### src/hw/rtl/tcw_pkg.sv
`default_nettype none

package tcw_pkg;

  // Screen geometry
  localparam int ROW_COUNT    = 25;
  localparam int COLUMN_COUNT = 80;
  localparam int CELL_COUNT   = ROW_COUNT * COLUMN_COUNT;

  localparam int ROW_W  = $clog2(ROW_COUNT);
  localparam int ROW_W1 = ROW_W + 1;
  localparam int COL_W  = $clog2(COLUMN_COUNT);
  localparam int ADDR_W = $clog2(CELL_COUNT);

  // Port field widths
  localparam int MODE_W  = 2;
  localparam int CHAR_W  = 8;
  localparam int CLR_W   = 4;
  localparam int PROW_W  = 5;
  localparam int PCOL_W  = 7;
  localparam int OFF_W   = 11;
  localparam int CFG_IDX_W = 1;

  // Input modes
  localparam logic [MODE_W-1:0] MODE_PUT   = 2'd0;
  localparam logic [MODE_W-1:0] MODE_READ  = 2'd1;
  localparam logic [MODE_W-1:0] MODE_CLEAR = 2'd2;

  // Configuration register indexes
  localparam logic [CFG_IDX_W-1:0] CFG_FG = 1'b0;
  localparam logic [CFG_IDX_W-1:0] CFG_BG = 1'b1;

  // Special character codes
  localparam logic [CHAR_W-1:0] CHAR_NL  = 8'd10;
  localparam logic [CHAR_W-1:0] CHAR_CR  = 8'd13;
  localparam logic [CHAR_W-1:0] CHAR_NUL = 8'd0;

  // Colours after reset
  localparam logic [CLR_W-1:0] RST_FG = 4'd7;
  localparam logic [CLR_W-1:0] RST_BG = 4'd0;

  // Command queue
  localparam int QUEUE_DEPTH = 2;
  localparam int QPTR_W = $clog2(QUEUE_DEPTH);
  localparam int QCNT_W = $clog2(QUEUE_DEPTH + 1);

  // Back-end operations
  localparam int OP_W = 3;
  localparam logic [OP_W-1:0] OP_NOP   = 3'd0;
  localparam logic [OP_W-1:0] OP_PUT   = 3'd1;
  localparam logic [OP_W-1:0] OP_NL    = 3'd2;
  localparam logic [OP_W-1:0] OP_CR    = 3'd3;
  localparam logic [OP_W-1:0] OP_READ  = 3'd4;
  localparam logic [OP_W-1:0] OP_CLEAR = 3'd5;

  typedef struct packed {
    logic [CLR_W-1:0]  bg;
    logic [CLR_W-1:0]  fg;
    logic [CHAR_W-1:0] ch;
  } cell_t;

  typedef struct packed {
    logic [OP_W-1:0]   op;
    logic [CHAR_W-1:0] ch;
    logic [CLR_W-1:0]  fg;
    logic [CLR_W-1:0]  bg;
    logic [ROW_W-1:0]  row;
    logic [COL_W-1:0]  col;
  } cmd_t;

  function automatic cell_t make_cell(input logic [CHAR_W-1:0] ch,
                                      input logic [CLR_W-1:0] fg,
                                      input logic [CLR_W-1:0] bg);
    cell_t c;
    c.ch = ch;
    c.fg = fg;
    c.bg = bg;
    return c;
  endfunction

  // row * COLUMN_COUNT + col
  function automatic logic [ADDR_W-1:0] lin_index(input logic [ROW_W-1:0] row,
                                                  input logic [COL_W-1:0] col);
    return ADDR_W'(row) * ADDR_W'(COLUMN_COUNT) + ADDR_W'(col);
  endfunction

endpackage

`default_nettype wire

### src/hw/rtl/tcw_queue.sv
`default_nettype none

module tcw_queue import tcw_pkg::*; (
  input  wire logic clk,
  input  wire logic rst_n,
  input  wire logic push,
  input  wire cmd_t push_cmd,
  output logic      full,
  input  wire logic pop,
  output logic      pop_valid,
  output cmd_t      pop_cmd
);

  cmd_t              entry_r [QUEUE_DEPTH];
  logic [QPTR_W-1:0] wr_ptr_r;
  logic [QPTR_W-1:0] rd_ptr_r;
  logic [QCNT_W-1:0] count_r;
  logic              do_push;
  logic              do_pop;

  assign full      = (count_r == QCNT_W'(QUEUE_DEPTH));
  assign pop_valid = (count_r != '0);
  assign pop_cmd   = entry_r[rd_ptr_r];
  assign do_push   = push && !full;
  assign do_pop    = pop && pop_valid;

  // Storage
  always_ff @(posedge clk) begin
    if (do_push) begin
      entry_r[wr_ptr_r] <= push_cmd;
    end
  end

  // Pointers and fill level
  always_ff @(posedge clk) begin
    if (!rst_n) begin
      wr_ptr_r <= '0;
      rd_ptr_r <= '0;
      count_r  <= '0;
    end else begin
      if (do_push) begin
        wr_ptr_r <= (wr_ptr_r == QPTR_W'(QUEUE_DEPTH - 1)) ? '0 : wr_ptr_r + QPTR_W'(1);
      end
      if (do_pop) begin
        rd_ptr_r <= (rd_ptr_r == QPTR_W'(QUEUE_DEPTH - 1)) ? '0 : rd_ptr_r + QPTR_W'(1);
      end
      if (do_push && !do_pop) begin
        count_r <= count_r + QCNT_W'(1);
      end else if (do_pop && !do_push) begin
        count_r <= count_r - QCNT_W'(1);
      end
    end
  end

endmodule

`default_nettype wire

### config.mk
export PLATFORM = sky130hd
export DESIGN_NAME = tcw_queue
export DESIGN_NICKNAME = d
export VERILOG_FILES = /design/src/hw/rtl/tcw_pkg.sv /design/src/hw/rtl/tcw_queue.sv
export SDC_FILE = /design/constraint.sdc
export NUM_CORES = 1
export LEC_CHECK = 0
export BUFFER_PORTS_ARGS = -buffer_cell sky130_fd_sc_hd__buf_4
export CAP_MARGIN = 20
export CELL_PAD_IN_SITES_DETAIL_PLACEMENT = 2
export CELL_PAD_IN_SITES_GLOBAL_PLACEMENT = 2
export CORE_ASPECT_RATIO = 0.8
export CORE_MARGIN = 2
export CORE_UTILIZATION = 37
export DETAILED_ROUTE_END_ITERATION = 6
export HOLD_SLACK_MARGIN = 0.02
export PLACE_DENSITY = 0.8
export SLEW_MARGIN = 20
export SYNTH_ARGS = -nofsm -noshare
export SYNTH_HDL_FRONTEND = slang
export SYNTH_SLANG_ARGS = --single-unit
### constraint.sdc
create_clock -name clk -period 2.68 [get_ports clk]
set_input_delay 0.402 -clock clk [delete_from_list [all_inputs] [get_ports clk]]
set_output_delay 0.402 -clock clk [all_outputs]
set_load 0.02 [all_outputs]
; Word-level counts from Yosys, hierarchy flattened
; Memories as Yosys holds them, arrays and structs flattened. A register that Yosys moved wholly into a read port is not among the register bits.
; Index checks and enable logic that the tools add are counted.
[op_classes]
n_addsub = 4
n_eq_ne = 1
muxes = 8
n_reduce_logical = 9
[op_table]
columns = cell, count
row1 = 1-bit 2-to-1 mux, 6
row2 = 1-bit logical AND, 4
row3 = 2-bit 2-to-1 mux, 2
row4 = 2-bit nonzero test, 2
row5 = 1-bit logical NOT, 3
row6 = "1-bit adder, second input constant", 2
row7 = "2-bit by 1-bit adder with 2-bit output, second input constant", 1
row8 = "2-bit equality test, second input constant", 1
row9 = "2-bit by 1-bit subtractor with 2-bit output, second input constant", 1
[word_totals]
ff_bits = 4
memories = 1
mem_bits_rw = 62
input_bits = 35
[memory_table]
columns = memory, depth, width, read_ports, rd_clocked_by_memory_dff, write_ports, line_no
row1 = entry_r, 2, 31, 1, 1, 1, tcw_queue.sv:14  ; cmd_t entry_r [QUEUE_DEPTH];

; Depth between registers and ports, before layout
[depth]
word_depth = 7
mapped_depth = 7
ltp_nobuf = 7

; Worst setup path before layout
; No wires, ideal clock.
[synth_path]
path_type = register -> register
from = reg count_r[0]
to = mem entry_r[0][0] (netlist bit), enable pin
setup_ps = 416
n_path_buf = 0
path_slack_ps = 391
synth_period_minus_slack_ps = 2289
arrival_time_ps = 1873
path_stages_with_launch = 4
path_cell_list = dfxtp_1 -> nand2b_1 -> inv_2 -> nor3_2
[synth_via]
elab_chain_len = 5
[synth_rtl]
columns = item, line_no
row1 = from (decl), tcw_queue.sv:17  ; logic [QCNT_W-1:0] count_r;
row2 = from (signal assigned), tcw_queue.sv:48  ; count_r <= count_r + QCNT_W'(1);
row3 = from (signal assigned), tcw_queue.sv:50  ; count_r <= count_r - QCNT_W'(1);
row4 = 2-bit equality test, tcw_queue.sv:21  ; assign full = (count_r == QCNT_W'(QUEUE_DEPTH));
row5 = named net full, tcw_queue.sv:8  ; output logic full,
row6 = 1-bit logical NOT, tcw_queue.sv:24  ; assign do_push = push && !full;
row7 = 1-bit logical AND, tcw_queue.sv:24
row8 = 1-bit 2-to-1 mux, tcw_queue.sv:29  ; if (do_push) begin
row9 = 1-bit 2-to-1 mux (implied by the code), tcw_queue.sv:30  ; entry_r[wr_ptr_r] <= push_cmd;
row10 = to (decl), tcw_queue.sv:14
; The timed path passes the listed nets, and every way through them passes these cells.

==> results.ini <==
[critical_path]
worstPathRequired_ns = 2.28
path_common_cell = buf_4
path_buf_inv = 2
crit_path_max_incr_delay_ns = 0.47
cp.arrival_ns = 1.78
worst_path_dominant_cell_family = buffers and inverters
path_max_fanout = 27
cp-end-kind = primary output
crit_slowest_cell = dfxtp_1
r2r_slack_ns = 1.03
crit_chain = buf_4 > mux2_2 > buf_4
setup.worst_path.class = flip-flop to primary output
cp-start-kind = flip-flop

[sta]
relSlewSlack = 0.757
max_freq_mhz = 459
rsz0062_at_grt = no
period_share = 0.814
drv_slew = 0
finClkSkew_ns = 0.00695
fin_setup_tns_ns = 0
finalSetupViolations = 0
worst_pin_slew_ns = 0.364
hold_viol_final = 0
fin_ws_ns = 0.499
min_period_ns = 2.18

[synth]
synthCells = 121
ys_seq_area_frac = 0.797
synth_cell_types = 21
ys_warn_count = 0
synth_nets = 157
syn-cell-area_um2 = 2460
synth_async_sr_flop_share = 0
syn_avg_cell_area_um2 = 20.4
ys_ff_latch = 67
synth_edf_count = 62
yosys_most_used_dff = edfxtp_1

[cts]
holdBufCountCts = 0
clock_sinks = 67
post_cts_resized = 0
numCtsBuffers = 9
cts-root-buf = clkbuf_8
cts_tree = done
cts_buffer_depth = 2
clk_pin_slew_worst_paths_ns = 0.07
insertion_delay_ns = 0.33
cts_setup_buffers = 0
ctsHtreeMaxLevel = 3

[layout]
drive_gt1_frac = 0.580
fin_area_um2 = 3310
final_cell_mix = 72 x buf_4, 62 x edfxtp_1, 31 x mux2_2, 9 x clkbuf_8, 5 x dfxtp_1
antenna_cells = 0
area_growth_pct = 34.2
nets = 237
seq_area_um2 = 1960
multiInputGateArea_um2 = 484
fillerInstances = 595
layout.cells.non_filler = 289
layout_commonest_cell = buf_4

[floorplan]
initial_core_util = 0.384
die_y_um = 77.0
die_w_um = 95.2
io_pins = 68
fp-row-count = 26
die-area_um2 = 7330
coreArea_um2 = 6410

[global_routing]
antenna_found_initial = 0
grtUsageTotal = 0.172
grt_pass1_wl_mm = 8.90
grt_overflow = 0
grt_max_degree = 28
grt_pass1_vias = 1505

[detailed_routing]
post-route-drc-count = 0
firstDrtPassIters = 4
antenna_left = 0
wl_per_cell_um = 20.4
dr_total_vias = 1368
vias_per_cell = 4.73
drtIter0Drc = 57
wl_mm = 5.88

[job]
cap_violations = 0

[min_path]
holdCritPathClass = input port to flip-flop

[status]
status = finished, final reports clean

[place]
place.port_buffers = 67
dp_cells = 274
gp_congestion = 0.613
placed_area_um2 = 3100
dp_hpwl_mm = 4.09
dp_slack_ns = 0.866

[pwr]
peakVddDrop_mv = 0.491
power_mw = 3.30
p_leak_nw = 1.24
powerDensity_nw_per_um2 = 998

[where the power goes]
group | switching (mW) | total, mW | leakage, nW | internal (mW)
Clock | 0.365 | 0.881 | 0.0960 | 0.516
Sequential | 0.0671 | 1.39 | 0.620 | 1.32
Combinational | 0.558 | 1.03 | 0.527 | 0.476
[sequential cells by signal (all words and copies together), names as in the netlist, named ones only]
register,count
count_r,2
entry_r,62
rd_ptr_r,1
wr_ptr_r,1
[final timing paths]
| kind | start | end | cells after the start |
|---|---|---|---|
| hold / removal | push_cmd[3] | entry_r[1][3] | 1 |
| setup / recovery | flip-flop | pop_cmd[27] | 3 |
| hold reg to reg | count_r[1] | count_r[1] | 2 |
| setup reg to reg | count_r[0] | count_r[1] | 6 |
[per-layer routing]
layer	part of all wire	global-route usage	routed length, µm
met5	0	0	0
met4	0.013	0.0667	79
met3	0.058	0.0619	340
met2	0.52	0.283	3060
met1	0.41	0.205	2400
[kinds of logic (layout without fill, tap and decap cells)]
group,after synthesis,count (layout),share of synthesized area
AO/OA/AOI/OAI,5,5,0.0132
XOR/XNOR,3,3,0.0107
adder cells (fa/ha/maj),1,1,0.00508
buffers and inverters,5,89,0.00914
flip-flops,67,67,0.797
multiplexers,31,31,0.142
AND/OR/NAND/NOR,9,9,0.0234
[Yosys cell counts, types with 2 or more instances]
master     n  share of area
buf_2      3         0.0061
dfxtp_1    5          0.041
and2_1     3         0.0076
edfxtp_1  62           0.76
xnor2_1    2         0.0071
mux2_2    31           0.14
[cell type report]
cell class	count	area share
Inverter	2	0.00227
Multi-Input combinational cell	49	0.146
Clock buffer	10	0.0386
Sequential cell	67	0.593
Timing Repair Buffer	72	0.164
Clock inverter	5	0.0238
Tap cell	84	0.0318
[stage by stage]
step / util / hold WS, ns
final: 0.516 / 0.256
after floorplan: - / 0.479
after global routing: 0.516 / 0.229
after detailed placement: 0.484 / 0.546
after global placement: 0.484 / 0.493
after CTS: 0.516 / 0.234
Power figures use the tool's default switching activity.
