## src/hw/rtl/tcw_pkg.sv

```systemverilog
`default_nettype none

package tcw_pkg;

  // Screen geometry
  localparam int ROW_COUNT    = 25;
  localparam int COLUMN_COUNT = 80;
  localparam int CELL_COUNT   = ROW_COUNT * COLUMN_COUNT;

  localparam int ROW_W  = $clog2(ROW_COUNT);
  localparam int ROW_W1 = ROW_W + 1;
  localparam int COL_W  = $clog2(COLUMN_COUNT);
  localparam int ADDR_W = $clog2(CELL_COUNT);

  // Port field widths
  localparam int MODE_W  = 2;
  localparam int CHAR_W  = 8;
  localparam int CLR_W   = 4;
  localparam int PROW_W  = 5;
  localparam int PCOL_W  = 7;
  localparam int OFF_W   = 11;
  localparam int CFG_IDX_W = 1;

  // Input modes
  localparam logic [MODE_W-1:0] MODE_PUT   = 2'd0;
  localparam logic [MODE_W-1:0] MODE_READ  = 2'd1;
  localparam logic [MODE_W-1:0] MODE_CLEAR = 2'd2;

  // Configuration register indexes
  localparam logic [CFG_IDX_W-1:0] CFG_FG = 1'b0;
  localparam logic [CFG_IDX_W-1:0] CFG_BG = 1'b1;

  // Special character codes
  localparam logic [CHAR_W-1:0] CHAR_NL  = 8'd10;
  localparam logic [CHAR_W-1:0] CHAR_CR  = 8'd13;
  localparam logic [CHAR_W-1:0] CHAR_NUL = 8'd0;

  // Colours after reset
  localparam logic [CLR_W-1:0] RST_FG = 4'd7;
  localparam logic [CLR_W-1:0] RST_BG = 4'd0;

  // Command queue
  localparam int QUEUE_DEPTH = 2;
  localparam int QPTR_W = $clog2(QUEUE_DEPTH);
  localparam int QCNT_W = $clog2(QUEUE_DEPTH + 1);

  // Back-end operations
  localparam int OP_W = 3;
  localparam logic [OP_W-1:0] OP_NOP   = 3'd0;
  localparam logic [OP_W-1:0] OP_PUT   = 3'd1;
  localparam logic [OP_W-1:0] OP_NL    = 3'd2;
  localparam logic [OP_W-1:0] OP_CR    = 3'd3;
  localparam logic [OP_W-1:0] OP_READ  = 3'd4;
  localparam logic [OP_W-1:0] OP_CLEAR = 3'd5;

  typedef struct packed {
    logic [CLR_W-1:0]  bg;
    logic [CLR_W-1:0]  fg;
    logic [CHAR_W-1:0] ch;
  } cell_t;

  typedef struct packed {
    logic [OP_W-1:0]   op;
    logic [CHAR_W-1:0] ch;
    logic [CLR_W-1:0]  fg;
    logic [CLR_W-1:0]  bg;
    logic [ROW_W-1:0]  row;
    logic [COL_W-1:0]  col;
  } cmd_t;

  function automatic cell_t make_cell(input logic [CHAR_W-1:0] ch,
                                      input logic [CLR_W-1:0] fg,
                                      input logic [CLR_W-1:0] bg);
    cell_t c;
    c.ch = ch;
    c.fg = fg;
    c.bg = bg;
    return c;
  endfunction

  // row * COLUMN_COUNT + col
  function automatic logic [ADDR_W-1:0] lin_index(input logic [ROW_W-1:0] row,
                                                  input logic [COL_W-1:0] col);
    return ADDR_W'(row) * ADDR_W'(COLUMN_COUNT) + ADDR_W'(col);
  endfunction

endpackage

`default_nettype wire

```

## src/hw/rtl/tcw_front.sv

```systemverilog
`default_nettype none

module tcw_front import tcw_pkg::*; (
  input  wire logic                 clk,
  input  wire logic                 rst_n,
  // configuration write channel
  input  wire logic                 cfg_valid,
  output logic                      cfg_ready,
  input  wire logic [CFG_IDX_W-1:0] cfg_index,
  input  wire logic [CLR_W-1:0]     cfg_data,
  // input word
  input  wire logic                 in_valid,
  output logic                      in_stall,
  input  wire logic [MODE_W-1:0]    in_mode,
  input  wire logic [CHAR_W-1:0]    in_char_code,
  input  wire logic                 in_use_own_colors,
  input  wire logic [CLR_W-1:0]     in_item_fg,
  input  wire logic [CLR_W-1:0]     in_item_bg,
  input  wire logic [PROW_W-1:0]    in_read_row,
  input  wire logic [PCOL_W-1:0]    in_read_col,
  // towards queue and back end
  input  wire logic                 q_full,
  input  wire logic                 init_busy,
  output logic                      q_push,
  output cmd_t                      q_push_cmd,
  output logic [CLR_W-1:0]          def_fg,
  output logic [CLR_W-1:0]          def_bg
);

  logic [CLR_W-1:0] fg_r;
  logic [CLR_W-1:0] bg_r;
  logic             rd_in_range;

  // Colour registers
  assign cfg_ready = 1'b1;

  always_ff @(posedge clk) begin
    if (!rst_n) begin
      fg_r <= RST_FG;
      bg_r <= RST_BG;
    end else if (cfg_valid && cfg_ready) begin
      case (cfg_index)
        CFG_FG:  fg_r <= cfg_data;
        CFG_BG:  bg_r <= cfg_data;
        default: ;
      endcase
    end
  end

  assign def_fg = fg_r;
  assign def_bg = bg_r;

  // Accept while the queue has room and the screen pass after reset is done
  assign in_stall = q_full || init_busy;
  assign q_push   = in_valid && !in_stall;

  assign rd_in_range = (int'(in_read_row) < ROW_COUNT) && (int'(in_read_col) < COLUMN_COUNT);

  // Classify the word into a back-end operation
  always_comb begin
    q_push_cmd.ch  = in_char_code;
    q_push_cmd.fg  = in_use_own_colors ? in_item_fg : fg_r;
    q_push_cmd.bg  = in_use_own_colors ? in_item_bg : bg_r;
    q_push_cmd.row = ROW_W'(in_read_row);
    q_push_cmd.col = COL_W'(in_read_col);
    case (in_mode)
      MODE_PUT: begin
        if (in_char_code == CHAR_NL) begin
          q_push_cmd.op = OP_NL;
        end else if (in_char_code == CHAR_CR) begin
          q_push_cmd.op = OP_CR;
        end else begin
          q_push_cmd.op = OP_PUT;
        end
      end
      MODE_READ:  q_push_cmd.op = rd_in_range ? OP_READ : OP_NOP;
      MODE_CLEAR: q_push_cmd.op = OP_CLEAR;
      default:    q_push_cmd.op = OP_NOP;
    endcase
  end

endmodule

`default_nettype wire

```

## config.mk

```make
export PLATFORM = sky130hd
export DESIGN_NAME = tcw_front
export DESIGN_NICKNAME = d
export VERILOG_FILES = /design/src/hw/rtl/tcw_pkg.sv /design/src/hw/rtl/tcw_front.sv
export SDC_FILE = /design/constraint.sdc
export NUM_CORES = 1
export LEC_CHECK = 0
export ABC_AREA = 1
export ABC_CLOCK_PERIOD_IN_PS = 800
export BUFFER_PORTS_ARGS = -buffer_cell sky130_fd_sc_hd__buf_2
export CAP_MARGIN = 30
export CORE_ASPECT_RATIO = 0.6
export CORE_UTILIZATION = 29
export CTS_CLUSTER_SIZE = 28
export DETAILED_ROUTE_END_ITERATION = 12
export GPL_TIMING_DRIVEN = 0
export HOLD_SLACK_MARGIN = 0.03
export PLACE_DENSITY = 0.84
export SYNTH_ARGS = -nofsm -noshare
export SYNTH_HDL_FRONTEND = slang
export SYNTH_SLANG_ARGS = --single-unit
export TNS_END_PERCENT = 50
```

## constraint.sdc

```tcl
create_clock -name clk -period 0.8 [get_ports clk]
set_clock_uncertainty 0.15 [all_clocks]
set_input_delay 0 -clock clk [delete_from_list [all_inputs] [get_ports clk]]
set_output_delay 0 -clock clk [all_outputs]
set_load 0.005 [all_outputs]
```

After elaboration in Yosys (flattened, before gate mapping)
Index checks and enable logic that the tools add are counted.
- register bits after elaboration: 8
- input port bits: 42
- magnitude comparators: 2
- reduce and logical (&&, ||, !) cells: 7
- equal/unequal tests: 4
- muxes and demuxes: 6
- bitwise logic cells: 1
- operator list (cell ; number):
    $eq A8 B4 Y1 const B ; 2
    $pmux W3 S3 ; 1
    $mux W4 ; 2
    $lt A7 B7 Y1 const B ; 1
    $lt A5 B5 Y1 const B ; 1
    $mux W2 ; 2
    $reduce_and A2 Y1 ; 2
    $mux W3 ; 1
    $eq A2 B1 Y1 const B ; 1
    $eq A2 B2 Y1 const B ; 1
    $logic_and A1 B1 Y1 ; 2
    $logic_not A2 Y1 ; 1
    $logic_not A1 Y1 ; 1
    $logic_or A1 B1 Y1 ; 1
    $not A1 Y1 ; 1

Longest topological paths before layout
- depth in word-level cells: 4
- depth in mapped cells: 5
- depth with buffers taken out: 5

Least setup slack after synthesis
Ideal clock, no wire load.
- path type: register to register
- start point: reg, netlist name def_fg[0]
- end point: reg fg_r[0], in the netlist def_fg[0]
- setup slack: 0.063 ns
- cell stages (with the launch flop): 3
- path buffers: 0
- library setup time: 0.079 ns
- clock period less this slack: 0.737 ns
- arrival time: 0.508 ns
- cell sequence: dfxtp_1 > inv_1 > o211ai_1
- RTL lines (what ; RTL line ; text):
    end signal, assigned ; tcw_front.sv:43 ; CFG_FG: fg_r <= cfg_data;
    end, declared ; tcw_front.sv:30 ; logic [CLR_W-1:0] fg_r;

==> results.cfg <==
[status]
status = finished, violations left
violations = negative hold slack, negative setup slack

[logic_synthesis]
synth_xor_area_share_pct = 0
syn_area_per_cell_um2 = 6.30
synth_top_family_by_area = buffers and inverters
ys_types = 18
ys_seq_area_share_pct = 23.5
synth_compound_area_share_pct = 15.8
synth_simple_gate_area_share_pct = 25.4
yosys.area_share.adder_pct = 0
async_flop_share_pct = 0
synthMuxAreaShare_pct = 1.65
synth_edf_count = 0
yosysWarnings = 0
ys.flop_type = dfxtp_1
synthCells = 108
netlist_area_um2 = 681
synth-seq-cells = 8
syn_nets = 150

[routing]
vias_per_cell = 3.97
firstDrtPassIters = 4
drt-total-wl_um = 1840
ant_nets = 0
vias = 893
wl_per_cell_um = 8.17
remaining_drc_errors = 0
drtIter0Drc = 9

[place]
gp_congestion = 0.678
pre_cts_ws_ps = -35.1
dp.cells = 216
io_buffers = 78
dp_hpwl_um = 1570

[final_layout]
diodes = 0
fin_nets = 239
postLayoutCoreUtil_pct = 56.5
drive_gt1_share_pct = 70.3
multiInputGateArea_um2 = 317
instances_no_fill = 225
seqCellArea_um2 = 170
area_growth_pct = 82.2
fillCellCount = 222

[die]
rows = 13
initial_utilization_pct = 31.0
die_w_um = 64.5
design.core.area_um2 = 2200
pin_count = 84
die_area_um2 = 2550
fp.dieH_um = 39.5

[setup_path]
start_kind = flop
critPathRequiredTime_ps = 650
path_cells = mux2_2, buf_2
critPathArrivalTime_ps = 900
cp-end-kind = output pin
path_class = reg2out
r2r_setup_slack_ps = -110
worst_path_max_delay_cell = dfxtp_2
path_max_fanout = 2
cpPeakStageDelay_ps = 310

[global_routing]
grt_max_degree = 11
grt_pass1_vias = 690
grt_remaining_overflow = 0
grt_pass1_wl_um = 2900
grt_usage_pct = 15.3
antenna_found_initial = 0

[clocking]
cts-root-buf = clkbuf_8
cts_tree = built
clk_latency_ps = 220
clk_pin_slew_ps = 40
cts_buffers = 3
cts_num_sinks = 8
cts_max_level = 1
cts_buffer_depth = 2

[power_and_ir_drop]
pwr-share-comb_pct = 36.2
peakVddDrop_v = 0.000805
p_int_mw = 1.06
p_clk_share_pct = 32.5
sw_frac_of_total_pct = 26.1
p_leak_nw = 0.727
pwr-share-seq_pct = 31.4
power.density_nw_per_um2 = 1150
p_sw_uw = 373
total_power_mw = 1.43

[timing]
min_period_ps = 1050
timing.final.ws_setup_ps = -250
fmax_mhz = 953
setup_viol = 16
hold_viol_final = 8
fin_tns_setup_ps = -1810
fin_crit_sh_pct = 131
drv_slew = 0
rsz0062_at_grt = true
finalHoldWorstSlack_ps = -132

[flow_run]
max-cap-violations = 0

[hold_path]
hp-class = in2reg
[metal layers]
metal,vias up,wire (µm),GRT usage (%),share of wire [%]
li1,491,-,-,-
met1,360,860,19.4,47
met2,42,797,25.3,43
met3,0,180,5.52,9.8
met4,0,0,3.33,0
met5,-,0,0,0
[final cells by class]
| cell class | count | area share (%) |
|---|---|---|
| repair buffers | 84 | 36.2 |
| multi-input cells | 62 | 25.5 |
| inverters | 16 | 4.84 |
| well taps | 30 | 3.03 |
| flip-flops and latches | 8 | 13.7 |
| clock buffers | 3 | 3.33 |
| plain buffers | 22 | 13.3 |
[through the flow]
step / hold slack, ps / cell area, µm²
6_report: -132 / 1240
4_1_cts: -138 / 1200
3_3_place_gp: 15.4 / 1110
3_5_place_dp: 16.6 / 1110
2_1_floorplan: -119 / 681
5_1_grt: -126 / 1240
[flip-flops by register name, indices dropped and copies added (netlist names)]
| register | count |
|---|---|
| def_bg | 4 |
| def_fg | 4 |
[timing repair]
item                                    CTS  global route
setup buffers                             4             2
endpoints found under the setup margin   15            21
hold endpoints to repair                 12            11
pin swaps                                 5             6
resized for setup                        23             8
cloned                                    0             0
[worst paths after layout]
| check | from | endpoint | depth (start not counted) |
|---|---|---|---|
| worst min register to register | def_bg[3] | def_bg[3] | 2 |
| worst min-delay path | cfg_data[1] | def_fg[1] | 3 |
| worst max-delay path | def_fg[3] | q_push_cmd[19] | 2 |
| worst max register to register | def_fg[3] | def_fg[3] | 4 |
[cell families (layout without fill, tap and decap cells)]
| kind of cell | after synthesis | in the layout |
|---|---|---|
| AND/OR/NAND/NOR | 40 | 40 |
| other | 1 | 1 |
| AO/OA/AOI/OAI | 20 | 20 |
| flip-flops | 8 | 8 |
| buffers and inverters | 38 | 125 |
| multiplexers | 1 | 1 |
[cells in the final DEF, fill, tap and decap left out]
master / instances
a21oi_2: 2
conb_1: 1
nand2_1: 20
or2_2: 2
nand2_2: 1
buf_4: 26
o211ai_1: 3
mux2_2: 1
nor2_1: 11
inv_2: 8
dfxtp_2: 8
o21ai_0: 1
nor2_4: 1
buf_2: 77
a21oi_1: 3
buf_6: 3
nor2_2: 2
o21ai_1: 8
inv_1: 8
nand4_1: 1
nand3_1: 2
clkbuf_8: 3
o21ai_2: 3
[critical path: cells and delay by family, from the launching register on]
kind / cells / cell delay [ps]
multiplexers: 1 / 240
buffers and inverters: 1 / 120
flip-flops: 1 / 310
[synthesized netlist by cell type, types with 2 or more instances]
cell	count	area, µm²
a21oi_1	5	25.0
buf_4	22	165
dfxtp_1	8	160
inv_1	15	56.3
nand2_1	20	75.1
nand3_1	2	10.0
nor2_1	12	45.0
o211ai_1	3	22.5
o21ai_0	8	40.0
o21ai_1	4	20.0
or2_2	2	12.5
[power groups by stage]
stage	clock network, mW	registers [mW]	logic [mW]
floorplan	0	0.450	0.211
global placement	0	0.446	0.454
detailed placement	0	0.447	0.461
CTS	0.484	0.448	0.498
global route	0.508	0.453	0.585
finish	0.464	0.449	0.517
Note: power is estimated with default switching activity, not from simulation.
